$ cat src/lpd_pkg.sv
// ----------------------------------------------------------------------------
// lpd_pkg
// Shared types and constants for the length-prefixed deframer with Adler-32.
// ----------------------------------------------------------------------------
package lpd_pkg;

	localparam int unsigned BYTE_W    = 8;
	localparam int unsigned WORD_W    = 32;
	localparam int unsigned HALF_W    = 16;
	localparam int unsigned STATUS_W  = 2;
	localparam int unsigned CFG_IDX_W = 2;

	localparam logic [HALF_W-1:0] ADLER_MOD  = 16'd65521;
	localparam logic [WORD_W-1:0] MIN_LEN    = 32'd8;
	localparam logic [WORD_W-1:0] MAX_LEN_RST = 32'd100000000;

	// request queue between front and back
	localparam int unsigned Q_DEPTH = 4;
	localparam int unsigned Q_PTR_W = $clog2(Q_DEPTH);
	localparam int unsigned Q_CNT_W = $clog2(Q_DEPTH + 1);

	// register indexes
	localparam logic [CFG_IDX_W-1:0] REG_SYNC_WORD = 2'd0;
	localparam logic [CFG_IDX_W-1:0] REG_MAX_LEN   = 2'd1;

	// status codes
	localparam logic [STATUS_W-1:0] ST_OK        = 2'd0;
	localparam logic [STATUS_W-1:0] ST_MISMATCH  = 2'd1;
	localparam logic [STATUS_W-1:0] ST_TOO_SHORT = 2'd2;
	localparam logic [STATUS_W-1:0] ST_TOO_LONG  = 2'd3;

	typedef struct packed {
		logic [WORD_W-1:0] sync_word;
		logic [WORD_W-1:0] max_frame_len;
	} cfg_t;

	// one queued result request
	typedef struct packed {
		logic [BYTE_W-1:0]   data;
		logic                has_byte;
		logic                last;
		logic [STATUS_W-1:0] status;
		logic                adler_en;
	} req_t;

endpackage

$ cat src/lpd_front.sv
// ----------------------------------------------------------------------------
// lpd_front
// Stream parser: header, body and hunt phases; emits result requests.
// ----------------------------------------------------------------------------
module lpd_front (
	input  logic                          clk,
	input  logic                          arst_n,
	input  logic                          in_valid,
	output logic                          in_ready,
	input  logic [lpd_pkg::BYTE_W-1:0]    in_byte,
	input  lpd_pkg::cfg_t                 cfg,
	input  logic [lpd_pkg::WORD_W-1:0]    adler_sum,
	input  logic                          q_full,
	output logic                          push,
	output lpd_pkg::req_t                 push_req
);
	import lpd_pkg::*;

	typedef enum logic [1:0] {
		PH_HEADER = 2'd0,
		PH_BODY   = 2'd1,
		PH_HUNT   = 2'd2
	} phase_t;

	phase_t                    phase_q;
	logic [1:0]                hdr_cnt_q;
	logic [WORD_W-BYTE_W-1:0]  flen_q;     // lower three length bytes seen so far
	logic [WORD_W-1:0]         remain_q;   // bytes left in body after this one
	logic [WORD_W-1:0]         recv_q;
	logic [23:0]               win_q;
	logic [1:0]                fill_q;

	logic                accept;
	logic [WORD_W-1:0]   cand;
	logic                flag_hit;
	logic [WORD_W-1:0]   hdr_len;
	logic                too_long;
	logic                too_short;
	logic                body_last;
	logic                sum_byte;
	logic                chk_byte;
	logic                mismatch;
	logic                need_push;

	assign in_ready = !q_full;
	assign accept   = in_valid && in_ready;

	assign cand      = {in_byte, win_q};
	assign flag_hit  = (cand == cfg.sync_word);
	assign hdr_len   = {in_byte, flen_q};
	assign too_long  = (hdr_len > cfg.max_frame_len);
	assign too_short = (hdr_len < MIN_LEN);
	assign body_last = (remain_q == '0);
	assign sum_byte  = (remain_q[WORD_W-1:3] != '0);               // remain >= 8
	assign chk_byte  = !sum_byte && (remain_q[2] == 1'b1);         // remain 4..7
	// adler from back is final here: queue is shallower than the trailer
	assign mismatch  = (adler_sum != recv_q);

	always_comb begin
		need_push = 1'b0;
		push_req  = '0;
		case (phase_q)
			PH_BODY: begin
				need_push         = 1'b1;
				push_req.data     = in_byte;
				push_req.has_byte = 1'b1;
				push_req.last     = body_last;
				push_req.status   = (body_last && mismatch) ? ST_MISMATCH : ST_OK;
				push_req.adler_en = sum_byte;
			end
			PH_HUNT: begin
				need_push = 1'b0;
			end
			default: begin
				if (hdr_cnt_q == 2'd3 && (too_long || too_short)) begin
					need_push       = 1'b1;
					push_req.last   = 1'b1;
					push_req.status = too_long ? ST_TOO_LONG : ST_TOO_SHORT;
				end
			end
		endcase
	end

	assign push = accept && need_push;

	always_ff @(posedge clk or negedge arst_n) begin
		if (!arst_n) begin
			phase_q   <= PH_HEADER;
			hdr_cnt_q <= '0;
			flen_q    <= '0;
			remain_q  <= '0;
			recv_q    <= '0;
			win_q     <= '0;
			fill_q    <= '0;
		end else if (accept) begin
			unique case (phase_q)
				PH_HUNT: begin
					if (fill_q == 2'd3 && flag_hit) begin
						phase_q   <= PH_HEADER;
						hdr_cnt_q <= '0;
						flen_q    <= '0;
						win_q     <= '0;
						fill_q    <= '0;
					end else begin
						win_q <= {in_byte, win_q[23:BYTE_W]};
						if (fill_q != 2'd3) begin
							fill_q <= fill_q + 2'd1;
						end
					end
				end
				PH_BODY: begin
					if (chk_byte) begin
						recv_q <= {in_byte, recv_q[WORD_W-1:BYTE_W]};
					end
					if (body_last) begin
						if (mismatch && !flag_hit) begin
							phase_q <= PH_HUNT;
						end else begin
							phase_q   <= PH_HEADER;
							hdr_cnt_q <= '0;
							flen_q    <= '0;
						end
						win_q  <= '0;
						fill_q <= '0;
					end else begin
						win_q    <= {in_byte, win_q[23:BYTE_W]};
						remain_q <= remain_q - WORD_W'(1);
					end
				end
				default: begin
					phase_q   <= PH_HEADER;
					flen_q    <= hdr_len[WORD_W-1:BYTE_W];
					hdr_cnt_q <= hdr_cnt_q + 2'd1;
					if (hdr_cnt_q == 2'd3) begin
						win_q  <= '0;
						fill_q <= '0;
						if (too_long || too_short) begin
							phase_q <= PH_HUNT;
						end else begin
							phase_q  <= PH_BODY;
							remain_q <= hdr_len - WORD_W'(1);
							recv_q   <= '0;
						end
					end
				end
			endcase
		end
	end

endmodule

$ cat src/lpd_queue.sv
// ----------------------------------------------------------------------------
// lpd_queue
// Small request FIFO between parser and checksum/output stage.
// ----------------------------------------------------------------------------
module lpd_queue (
	input  logic           clk,
	input  logic           arst_n,
	input  logic           push,
	input  lpd_pkg::req_t  push_req,
	output logic           full,
	input  logic           pop,
	output logic           not_empty,
	output lpd_pkg::req_t  head
);
	import lpd_pkg::*;

	req_t               slot_q [Q_DEPTH];
	logic [Q_PTR_W-1:0] wr_ptr_q;
	logic [Q_PTR_W-1:0] rd_ptr_q;
	logic [Q_CNT_W-1:0] count_q;
	logic               do_push;
	logic               do_pop;

	assign full      = (count_q == Q_CNT_W'(Q_DEPTH));
	assign not_empty = (count_q != '0);
	assign head      = slot_q[rd_ptr_q];
	assign do_push   = push && !full;
	assign do_pop    = pop && not_empty;

	always_ff @(posedge clk) begin
		if (do_push) begin
			slot_q[wr_ptr_q] <= push_req;
		end
	end

	always_ff @(posedge clk or negedge arst_n) begin
		if (!arst_n) begin
			wr_ptr_q <= '0;
			rd_ptr_q <= '0;
			count_q  <= '0;
		end else begin
			if (do_push) begin
				wr_ptr_q <= wr_ptr_q + Q_PTR_W'(1);
			end
			if (do_pop) begin
				rd_ptr_q <= rd_ptr_q + Q_PTR_W'(1);
			end
			case ({do_push, do_pop})
				2'b10:   count_q <= count_q + Q_CNT_W'(1);
				2'b01:   count_q <= count_q - Q_CNT_W'(1);
				default: count_q <= count_q;
			endcase
		end
	end

endmodule

$ cat src/lpd_back.sv
// ----------------------------------------------------------------------------
// lpd_back
// Adler-32 accumulation and registered result output.
// ----------------------------------------------------------------------------
module lpd_back (
	input  logic                          clk,
	input  logic                          arst_n,
	input  logic                          q_not_empty,
	input  lpd_pkg::req_t                 q_head,
	output logic                          q_pop,
	output logic [lpd_pkg::WORD_W-1:0]    adler_sum,
	output logic                          out_valid,
	input  logic                          out_ready,
	output logic [lpd_pkg::BYTE_W-1:0]    out_byte,
	output logic                          has_byte,
	output logic                          frame_last,
	output logic [lpd_pkg::STATUS_W-1:0]  status
);
	import lpd_pkg::*;

	logic [HALF_W-1:0] a_lo_q;
	logic [HALF_W-1:0] a_hi_q;
	logic              valid_q;
	req_t              res_q;

	logic [HALF_W:0]   lo_sum;
	logic [HALF_W-1:0] lo_next;
	logic [HALF_W:0]   hi_sum;
	logic [HALF_W-1:0] hi_next;

	assign q_pop = q_not_empty && (!valid_q || out_ready);

	always_comb begin
		lo_sum  = {1'b0, a_lo_q} + {{(HALF_W + 1 - BYTE_W){1'b0}}, q_head.data};
		lo_next = (lo_sum >= {1'b0, ADLER_MOD}) ? HALF_W'(lo_sum - {1'b0, ADLER_MOD})
			: lo_sum[HALF_W-1:0];
		hi_sum  = {1'b0, a_hi_q} + {1'b0, lo_next};
		hi_next = (hi_sum >= {1'b0, ADLER_MOD}) ? HALF_W'(hi_sum - {1'b0, ADLER_MOD})
			: hi_sum[HALF_W-1:0];
	end

	always_ff @(posedge clk or negedge arst_n) begin
		if (!arst_n) begin
			a_lo_q  <= HALF_W'(1);
			a_hi_q  <= '0;
			valid_q <= 1'b0;
		end else begin
			if (q_pop) begin
				valid_q <= 1'b1;
				if (q_head.last) begin
					a_lo_q <= HALF_W'(1);
					a_hi_q <= '0;
				end else if (q_head.adler_en) begin
					a_lo_q <= lo_next;
					a_hi_q <= hi_next;
				end
			end else if (out_ready) begin
				valid_q <= 1'b0;
			end
		end
	end

	always_ff @(posedge clk) begin
		if (q_pop) begin
			res_q <= q_head;
		end
	end

	assign adler_sum  = {a_hi_q, a_lo_q};
	assign out_valid  = valid_q;
	assign out_byte   = res_q.data;
	assign has_byte   = res_q.has_byte;
	assign frame_last = res_q.last;
	assign status     = res_q.status;

endmodule

$ cat src/length_prefixed_deframer_adler32.sv
// ----------------------------------------------------------------------------
// length_prefixed_deframer_adler32
// Deframes length-prefixed frames, passes body bytes through and checks the
// Adler-32 trailer of each frame.
// ----------------------------------------------------------------------------
//
//  channel | signals                                   | dir | note
//  --------+-------------------------------------------+-----+-------------------
//  in      | in_valid, in_ready, in_byte               | in  | one stream byte
//  out     | out_valid, out_ready, out_byte, has_byte, | out | body byte or
//          | frame_last, status                        |     | status-only result
//  cfg     | cfg_valid, cfg_ready, cfg_index, cfg_data | in  | 0 sync word,
//          |                                           |     | 1 max_frame_len
//
//  One byte per cycle sustained with out_ready high. A body byte is written
//  into the queue when accepted and moves to the output register when the
//  back stage pops it, so out_valid follows the accept through both registers.
//  Header and hunt bytes produce no result; a rejected length gives one
//  status-only result. Reset is asynchronous and clears all control state.
//  in_ready drops only while the 4-entry queue is full; cfg_ready is always high.
//
module length_prefixed_deframer_adler32 (
	input  logic                                clk,
	input  logic                                arst_n,
	input  logic                                in_valid,
	output logic                                in_ready,
	input  logic [lpd_pkg::BYTE_W-1:0]          in_byte,
	output logic                                out_valid,
	input  logic                                out_ready,
	output logic [lpd_pkg::BYTE_W-1:0]          out_byte,
	output logic                                has_byte,
	output logic                                frame_last,
	output logic [lpd_pkg::STATUS_W-1:0]        status,
	input  logic                                cfg_valid,
	output logic                                cfg_ready,
	input  logic [lpd_pkg::CFG_IDX_W-1:0]       cfg_index,
	input  logic [lpd_pkg::WORD_W-1:0]          cfg_data
);
	import lpd_pkg::*;

	// configuration registers
	logic [WORD_W-1:0] sync_word_q;
	logic [WORD_W-1:0] max_len_q;
	cfg_t              cfg;

	// front -> queue -> back
	logic              push;
	req_t              push_req;
	logic              q_full;
	logic              q_pop;
	logic              q_not_empty;
	req_t              q_head;
	logic [WORD_W-1:0] adler_sum;

	assign cfg_ready = 1'b1;

	always_ff @(posedge clk or negedge arst_n) begin
		if (!arst_n) begin
			sync_word_q <= '0;
			max_len_q   <= MAX_LEN_RST;
		end else if (cfg_valid && cfg_ready) begin
			unique case (cfg_index)
				REG_SYNC_WORD: sync_word_q <= cfg_data;
				REG_MAX_LEN:   max_len_q   <= cfg_data;
				default:       ;  // unknown index: write dropped
			endcase
		end
	end

	assign cfg.sync_word     = sync_word_q;
	assign cfg.max_frame_len = max_len_q;

	// Parser: tracks header / body / hunt and decides each byte's verdict.
	// The checksum verdict uses the back stage's running sum, which is
	// complete by the last body byte because the queue is shorter than the
	// 8-byte trailer.
	lpd_front u_front (
		.clk       (clk),
		.arst_n    (arst_n),
		.in_valid  (in_valid),
		.in_ready  (in_ready),
		.in_byte   (in_byte),
		.cfg       (cfg),
		.adler_sum (adler_sum),
		.q_full    (q_full),
		.push      (push),
		.push_req  (push_req)
	);

	lpd_queue u_queue (
		.clk       (clk),
		.arst_n    (arst_n),
		.push      (push),
		.push_req  (push_req),
		.full      (q_full),
		.pop       (q_pop),
		.not_empty (q_not_empty),
		.head      (q_head)
	);

	// Back: Adler-32 update on pop, result register toward the consumer.
	lpd_back u_back (
		.clk         (clk),
		.arst_n      (arst_n),
		.q_not_empty (q_not_empty),
		.q_head      (q_head),
		.q_pop       (q_pop),
		.adler_sum   (adler_sum),
		.out_valid   (out_valid),
		.out_ready   (out_ready),
		.out_byte    (out_byte),
		.has_byte    (has_byte),
		.frame_last  (frame_last),
		.status      (status)
	);

endmodule

$ cat config.mk
export PLATFORM = sky130hd
export DESIGN_NAME = length_prefixed_deframer_adler32
export DESIGN_NICKNAME = d
export VERILOG_FILES = /design/src/lpd_pkg.sv /design/src/lpd_front.sv /design/src/lpd_queue.sv /design/src/lpd_back.sv /design/src/length_prefixed_deframer_adler32.sv
export SDC_FILE = /design/constraint.sdc
export NUM_CORES = 1
export LEC_CHECK = 0
export BUFFER_PORTS_ARGS = -buffer_cell sky130_fd_sc_hd__buf_2
export CELL_PAD_IN_SITES_DETAIL_PLACEMENT = 0
export CELL_PAD_IN_SITES_GLOBAL_PLACEMENT = 1
export CORE_UTILIZATION = 54
export CTS_CLUSTER_SIZE = 10
export DETAILED_ROUTE_END_ITERATION = 16
export PLACE_DENSITY_LB_ADDON = 0.1
export REMOVE_ABC_BUFFERS = 1
export SLEW_MARGIN = 25
export SYNTH_ARGS = -nofsm -noshare
export SYNTH_HDL_FRONTEND = slang
export SYNTH_HIERARCHICAL = 1
export SYNTH_SLANG_ARGS = --single-unit
$ cat constraint.sdc
create_clock -name clk -period 15.6 [get_ports clk]
set_input_delay 3.12 -clock clk [delete_from_list [all_inputs] [get_ports clk]]
set_output_delay 3.12 -clock clk [all_outputs]
set_load 0.01 [all_outputs]
; ---- Word-level counts from Yosys, hierarchy flattened
; Memories as Yosys holds them, arrays and structs flattened.
; Index checks and enable logic that the tools add are counted.
[word_totals]
latchBits = 0
rom_bits = 0
n_memories = 1
output_inout_bits = 15
register_bits = 234
mem_bits_rw = 52
in_bits = 47
elab_cells = 138
[memory_table]
columns = memory, words, word_bits, read_ports, rd_ports_with_merged_regs, wr, line_no
row1 = u_queue.slot_q, 4, 13, 1, 0, 1, lpd_queue.sv:17  ; req_t slot_q [Q_DEPTH];
[op_classes]
shifts = 0
bitwise = 1
addsub = 12
magnitude_cmp = 4
n_eq_ne = 18
n_div = 0
reduce_logical = 34
n_mux = 49
multipliers = 0
[op_table]
columns = operator, count
row1 = 32-bit two-way mux, 6
row2 = 24-bit two-way mux, 6
row3 = 32-bit one-hot mux with 2 select lines, 2
row4 = 16-bit two-way mux, 6
row5 = 24-bit one-hot mux with 2 select lines, 2
row6 = 32-bit by 1-bit subtractor with 32-bit output (second input constant), 2
row7 = 17-bit by 16-bit greater-or-equal comparator with 1-bit output (second input constant), 2
row8 = 32-bit == test, 1
row9 = 32-bit > comparator, 1
row10 = 32-bit zero test, 1
row11 = 32-bit by 4-bit less-than comparator with 1-bit output (second input constant), 1
row12 = 32-bit != test, 1
row13 = 16-bit subtractor (second input constant), 2
row14 = 29-bit nonzero test, 1
row15 = 2-bit two-way mux, 11
row16 = 16-bit by 16-bit adder with 17-bit output, 1
row17 = 16-bit by 8-bit adder with 17-bit output, 1
row18 = 2-bit one-hot mux with 2 select lines, 3
row19 = 3-bit one-hot mux with 2 select lines, 2
row20 = 1-bit logical AND, 10
row21 = 5-bit AND reduction, 2
row22 = 9-bit two-way mux, 1
row23 = 2-bit by 1-bit adder with 2-bit output (second input constant), 4
row24 = 2-bit == test (second input constant), 4
row25 = 19 further kinds, 45

; ---- Depth between registers and ports, before layout
[logic_depth]
depth_word = 9
depth_mapped = 27

; ---- Hierarchy
; The synthesis kept the hierarchy.
[by_module_without_submodules]
columns = mod, cells_each, area_each_um2, n_inst
row1 = lpd_front, 894, 8102.8, 1
row2 = lpd_back, 480, 4166.5, 1
row3 = length_prefixed_deframer_adler32, 138, 2442.3, 1
row4 = lpd_queue, 105, 2336.0, 1

; ---- Worst setup path after synthesis
; OpenSTA, ideal clock, no wires.
[synth_timing]
path_kind = reg-to-reg
startpoint = reg u_queue.rd_ptr_q[0]
endpoint = reg u_back.a_hi_q[12]
stages_incl_launch_ff = 27
arrival_time_ns = 6.492
slack_ns = 8.987
path_cell_list = dfrtp_1 -> buf_6 -> buf_12 -> mux4_2 -> ha_1 -> fa_1 -> nand3_1 -> nand2_1 -> a31o_2 -> a2111oi_1 -> nor3_1 -> or3_1 -> buf_2 -> nand2_1 -> xnor2_1 -> ha_1 -> inv_1 -> fa_1 -> nand3b_1 -> a211o_1 -> a2111oi_0 -> a311o_1 -> nand3_1 -> nor4_4 -> a32oi_2 -> or4_1 -> a32o_1
[synth_lines]
columns = item, line_no
row1 = from (decl), lpd_queue.sv:19  ; logic [Q_PTR_W-1:0] rd_ptr_q;
row2 = from (signal assigned), lpd_queue.sv:46  ; rd_ptr_q <= rd_ptr_q + Q_PTR_W'(1);
row3 = to (signal assigned), lpd_back.sv:55  ; a_hi_q <= hi_next;
row4 = to (decl), lpd_back.sv:22  ; logic [HALF_W-1:0] a_hi_q;

==> flow_metrics.py <==
metrics = {
    "global_routing": {
        "grt_pass1_vias": 12737,
        "grt_start_max_net_pins": 89,
        "grt_use_total_pct": 28.1,
        "grt_pass1_wl_mm": 72.1,
        "grt_overflow_total": 0,
        "antenna_found_initial": 0,
    },
    "sta": {
        "setup_viol": 0,
        "clock.fmax_ghz": 0.127,
        "skew_ns": 0.0204,
        "finalMaxSlewViolations": 0,
        "worst_slew_pin_slew_ns": 1.04,
        "setup-tns-final_ns": 0,
        "finalHoldViolations": 0,
        "fin_crit_ns": 7.85,
        "slew_headroom_pct": 31.0,
        "timing.final.crit_share_pct": 50.3,
        "rsz0062_at_grt": "no",
    },
    "placed_design": {
        "hpwl_mm": 31.0,
        "numPortBuffers": 60,
        "placed_cells": 2004,
        "placed_area_um2": 17600,
        "place.gp.congestion": 0.910,
    },
    "setup_path": {
        "critPathArrivalTime_ns": 8.24,
        "critPathMostFrequentCell": "ha_1",
        "slowest_stage": "dfrtp_1",
        "crit_chain": "mux4_2, ha_1, a21oi_1, o22ai_1, o211ai_1, and3_1, o2111ai_1, or3_1, nand2_1, xnor2_1, ha_1, inv_1, fa_1, nand3b_1, a211o_1, a2111oi_0, a311o_1, nand3_1, nor4_4, a32oi_2, or4_1, a32o_1",
        "start_kind": "flop",
        "crit_buf_inv": 1,
        "crit_family": "compound AO/OA/AOI/OAI gates",
        "required_ns": 15.99,
        "cp_slowest_stage_delay_ns": 0.87,
        "endpoint_kind": "flop",
        "critPathKind": "reg2reg",
        "path_max_fanout": 15,
    },
    "finish": {
        "final_nets": 1768,
        "fin_area_um2": 18700,
        "syn2layout_area_growth_pct": 9.85,
        "layout-drive-gt1-share_pct": 15.4,
        "final_cells": 2067,
        "n_antenna_cell": 0,
        "fillers": 2566,
    },
    "synth": {
        "synth_edf_count": 64,
        "yosys_warnings": 6,
        "synth.avg_cell_area_um2": 10.5,
        "async_reset_ff_share_pct": 77.6,
        "synth_ff_type": "dfrtp_1",
        "yosysUniqueCellTypes": 101,
        "ys_seq_area_share_pct": 44.0,
        "synth_seq_cells": 286,
        "synthCells": 1617,
        "synth_area_um2": 17000,
    },
    "clock_tree": {
        "clock-sinks": 286,
        "path_clk_slew_ns": 0.05,
        "cts_buffers": 36,
        "clockRootBuffer": "clkbuf_16",
        "cts_tree": "built",
        "cts_resized": 0,
        "h-tree-depth": 2,
        "insertion_delay_ns": 0.52,
        "hold_buffers": 0,
        "cts_setup_buffers": 0,
        "clk_path_buf_depth": 3,
    },
    "drt": {
        "drtIter0Drc": 1026,
        "firstDrtPassIters": 11,
        "viasPerCell": 6.26,
        "drc": 1,
        "wl_mm": 44.9,
        "wl_per_cell_um": 21.7,
        "ant_nets": 0,
        "num_vias": 12941,
    },
    "floorplanning": {
        "die_h_um": 180,
        "rows": 64,
        "core_um2": 30800,
        "fp.dieW_um": 180,
        "start_util_pct": 55.3,
        "die-area_um2": 32300,
        "pin_count": 62,
    },
    "pwr": {
        "ir_drop_uv": 132,
        "leakage_nw": 7.92,
        "power.density_nw_per_um2": 214,
    },
    "outcome": {
        "violations": "design-rule violations",
        "outcome": "finished with violations",
    },
    "hold_path": {
        "min-delay-path-class": "reg2reg",
    },
    "job": {
        "drv_cap": 0,
    },
}
[power breakdown]
| group | internal, W | leakage (nW) | switching (W) |
|---|---|---|---|
| Clock | 0.000477 | 0.534 | 0.000312 |
| Combinational | 0.000793 | 4.00 | 0.00122 |
| Sequential | 0.000965 | 3.39 | 0.000229 |
| Total | 0.00223 | 7.92 | 0.00177 |
[Yosys cell counts (7+ instances only)]
library cell  number  share of area, %
or4_1              7              0.31
mux4_2             8               1.1
xor2_1            52               2.7
buf_2             17              0.50
mux2_2            67               4.4
o211ai_1          10              0.44
dfrtp_1          209                31
nor2_1            89               2.0
and3_1            15              0.55
inv_1             85               1.9
a22o_1            64               3.3
mux2i_1           35               2.1
a21oi_1           65               1.9
o2111a_1          10              0.66
o31ai_1           14              0.62
nand2_1          101               2.2
edfxtp_1          64                11
o32ai_1           21               1.1
nand4_1           35               1.3
nor4_1            32               1.2
nor3b_1            7              0.31
o21ai_0           35               1.0
and2_1            29               1.1
nand2b_1          27              0.99
a211oi_1          21              0.92
ha_1              72               5.3
nor3_1            73               2.1
nand3_1           39               1.1
nor2b_1            9              0.33
nand3b_1          12              0.53
xnor2_1           73               3.8
dfstp_2           13               2.0
clkbuf_1          53               1.2
[cells by family after synthesis]
family,count (synthesis),synth area share [%]
AOI/OAI and AO/OA,328,14.5
xor gates and xnor gates,127,6.68
adders and majority gates,75,5.64
buffers and inverters,170,4.40
DFF,286,44.0
muxes,118,8.53
other,1,0.0220
and+or+nand+nor,512,16.2
[stage by stage]
stage	hold WS [ns]	utilization (%)	setup WS, ns	total power (W)
after global routing	0.526	60.7	7.25	0.00426
after detailed placement	0.489	57.1	7.84	0.00318
after floorplan	0.454	-	7.40	0.00265
after global placement	0.469	57.1	8.05	0.00314
final	0.502	60.7	7.75	0.00400
after CTS	0.505	60.7	7.80	0.00399
[flip-flops by register name, indices dropped and copies added, names as in the netlist]
name and flops:
u_front/flen_q 24, u_back/status 2, u_back/a_lo_q 16, sync_word_q 32
max_len_q 32, u_back/has_byte 1, u_front/recv_q 32, u_back/a_hi_q 16
u_back/out_valid 1, u_queue/slot_q 52, u_front/remain_q 32, u_front/hdr_cnt_q 2
u_queue/wr_ptr_q 2, u_queue/count_q 3, u_front/fill_q 2, u_front/win_q 24
u_queue/rd_ptr_q 2, u_back/out_byte 8, u_front/phase_q 2, u_back/frame_last 1
[cells in the final DEF, fill, tap and decap left out, types with 12 or more instances in the layout]
master | netlist | routed
a211oi_1 | 21 | 21
a21oi_1 | 65 | 64
a22o_1 | 64 | 64
and2_1 | 29 | 29
and3_1 | 15 | 15
buf_2 | 17 | 59
buf_4 | 4 | 14
clkbuf_1 | 53 | 18
clkbuf_16 | 0 | 36
dfrtp_1 | 209 | 209
dfstp_2 | 13 | 13
edfxtp_1 | 64 | 64
ha_1 | 72 | 71
inv_1 | 85 | 85
mux2_2 | 67 | 67
mux2i_1 | 35 | 35
nand2_1 | 101 | 101
nand2b_1 | 27 | 27
nand3_1 | 39 | 38
nand3b_1 | 12 | 12
nand4_1 | 35 | 35
nor2_1 | 89 | 89
nor3_1 | 73 | 72
nor4_1 | 32 | 30
o21ai_0 | 35 | 34
o31ai_1 | 14 | 13
o32ai_1 | 21 | 21
xnor2_1 | 73 | 73
xor2_1 | 52 | 52
[path summary, 6_finish.rpt]
| kind | slack (ns) | startpoint | depth (start not counted) | endpoint |
|---|---|---|---|---|
| worst min-delay path | 0.50 | u_back/out_valid$_DFFE_PN0P_ | 2 | u_back/out_valid$_DFFE_PN0P_ |
| max in group asynchronous | 11.66 | arst_n | 2 | u_back/a_hi_q[14]$_DFFE_PN0P_ |
| worst max register to register | 7.75 | u_queue/rd_ptr_q[0]$_DFFE_PN0P_ | 22 | u_back/a_hi_q[12]$_DFFE_PN0P_ |
| min in group asynchronous | 2.57 | arst_n | 1 | u_queue/rd_ptr_q[1]$_DFFE_PN0P_ |
| worst min register to register | 0.50 | u_back/out_valid$_DFFE_PN0P_ | 2 | u_back/out_valid$_DFFE_PN0P_ |
| worst max-delay path | 7.75 | u_queue/rd_ptr_q[0]$_DFFE_PN0P_ | 22 | u_back/a_hi_q[12]$_DFFE_PN0P_ |
[tightest hold or removal path, cell delays in order (launching register included)]
cell      delay, ns
dfrtp_1        0.33
nand2b_1       0.07
nand2b_1       0.07
[routing by layer]
layer / track usage [%] / wire length [µm]
met5: 0 / 0
met4: 6.86 / 859
met3: 2.76 / 1820
met2: 48.6 / 22400
met1: 38.1 / 19800
[area by class of cell]
type	instances	area, µm²	share of cell area, %
multi-input cells	1161	8870	47.4
flip-flops and latches	286	7490	40.0
clock buffers	57	1010	5.39
well taps	396	495	2.65
repair buffers	76	442	2.36
inverters	85	319	1.70
clock inverters	6	95.1	0.508
(Power assumes the default switching activity.)
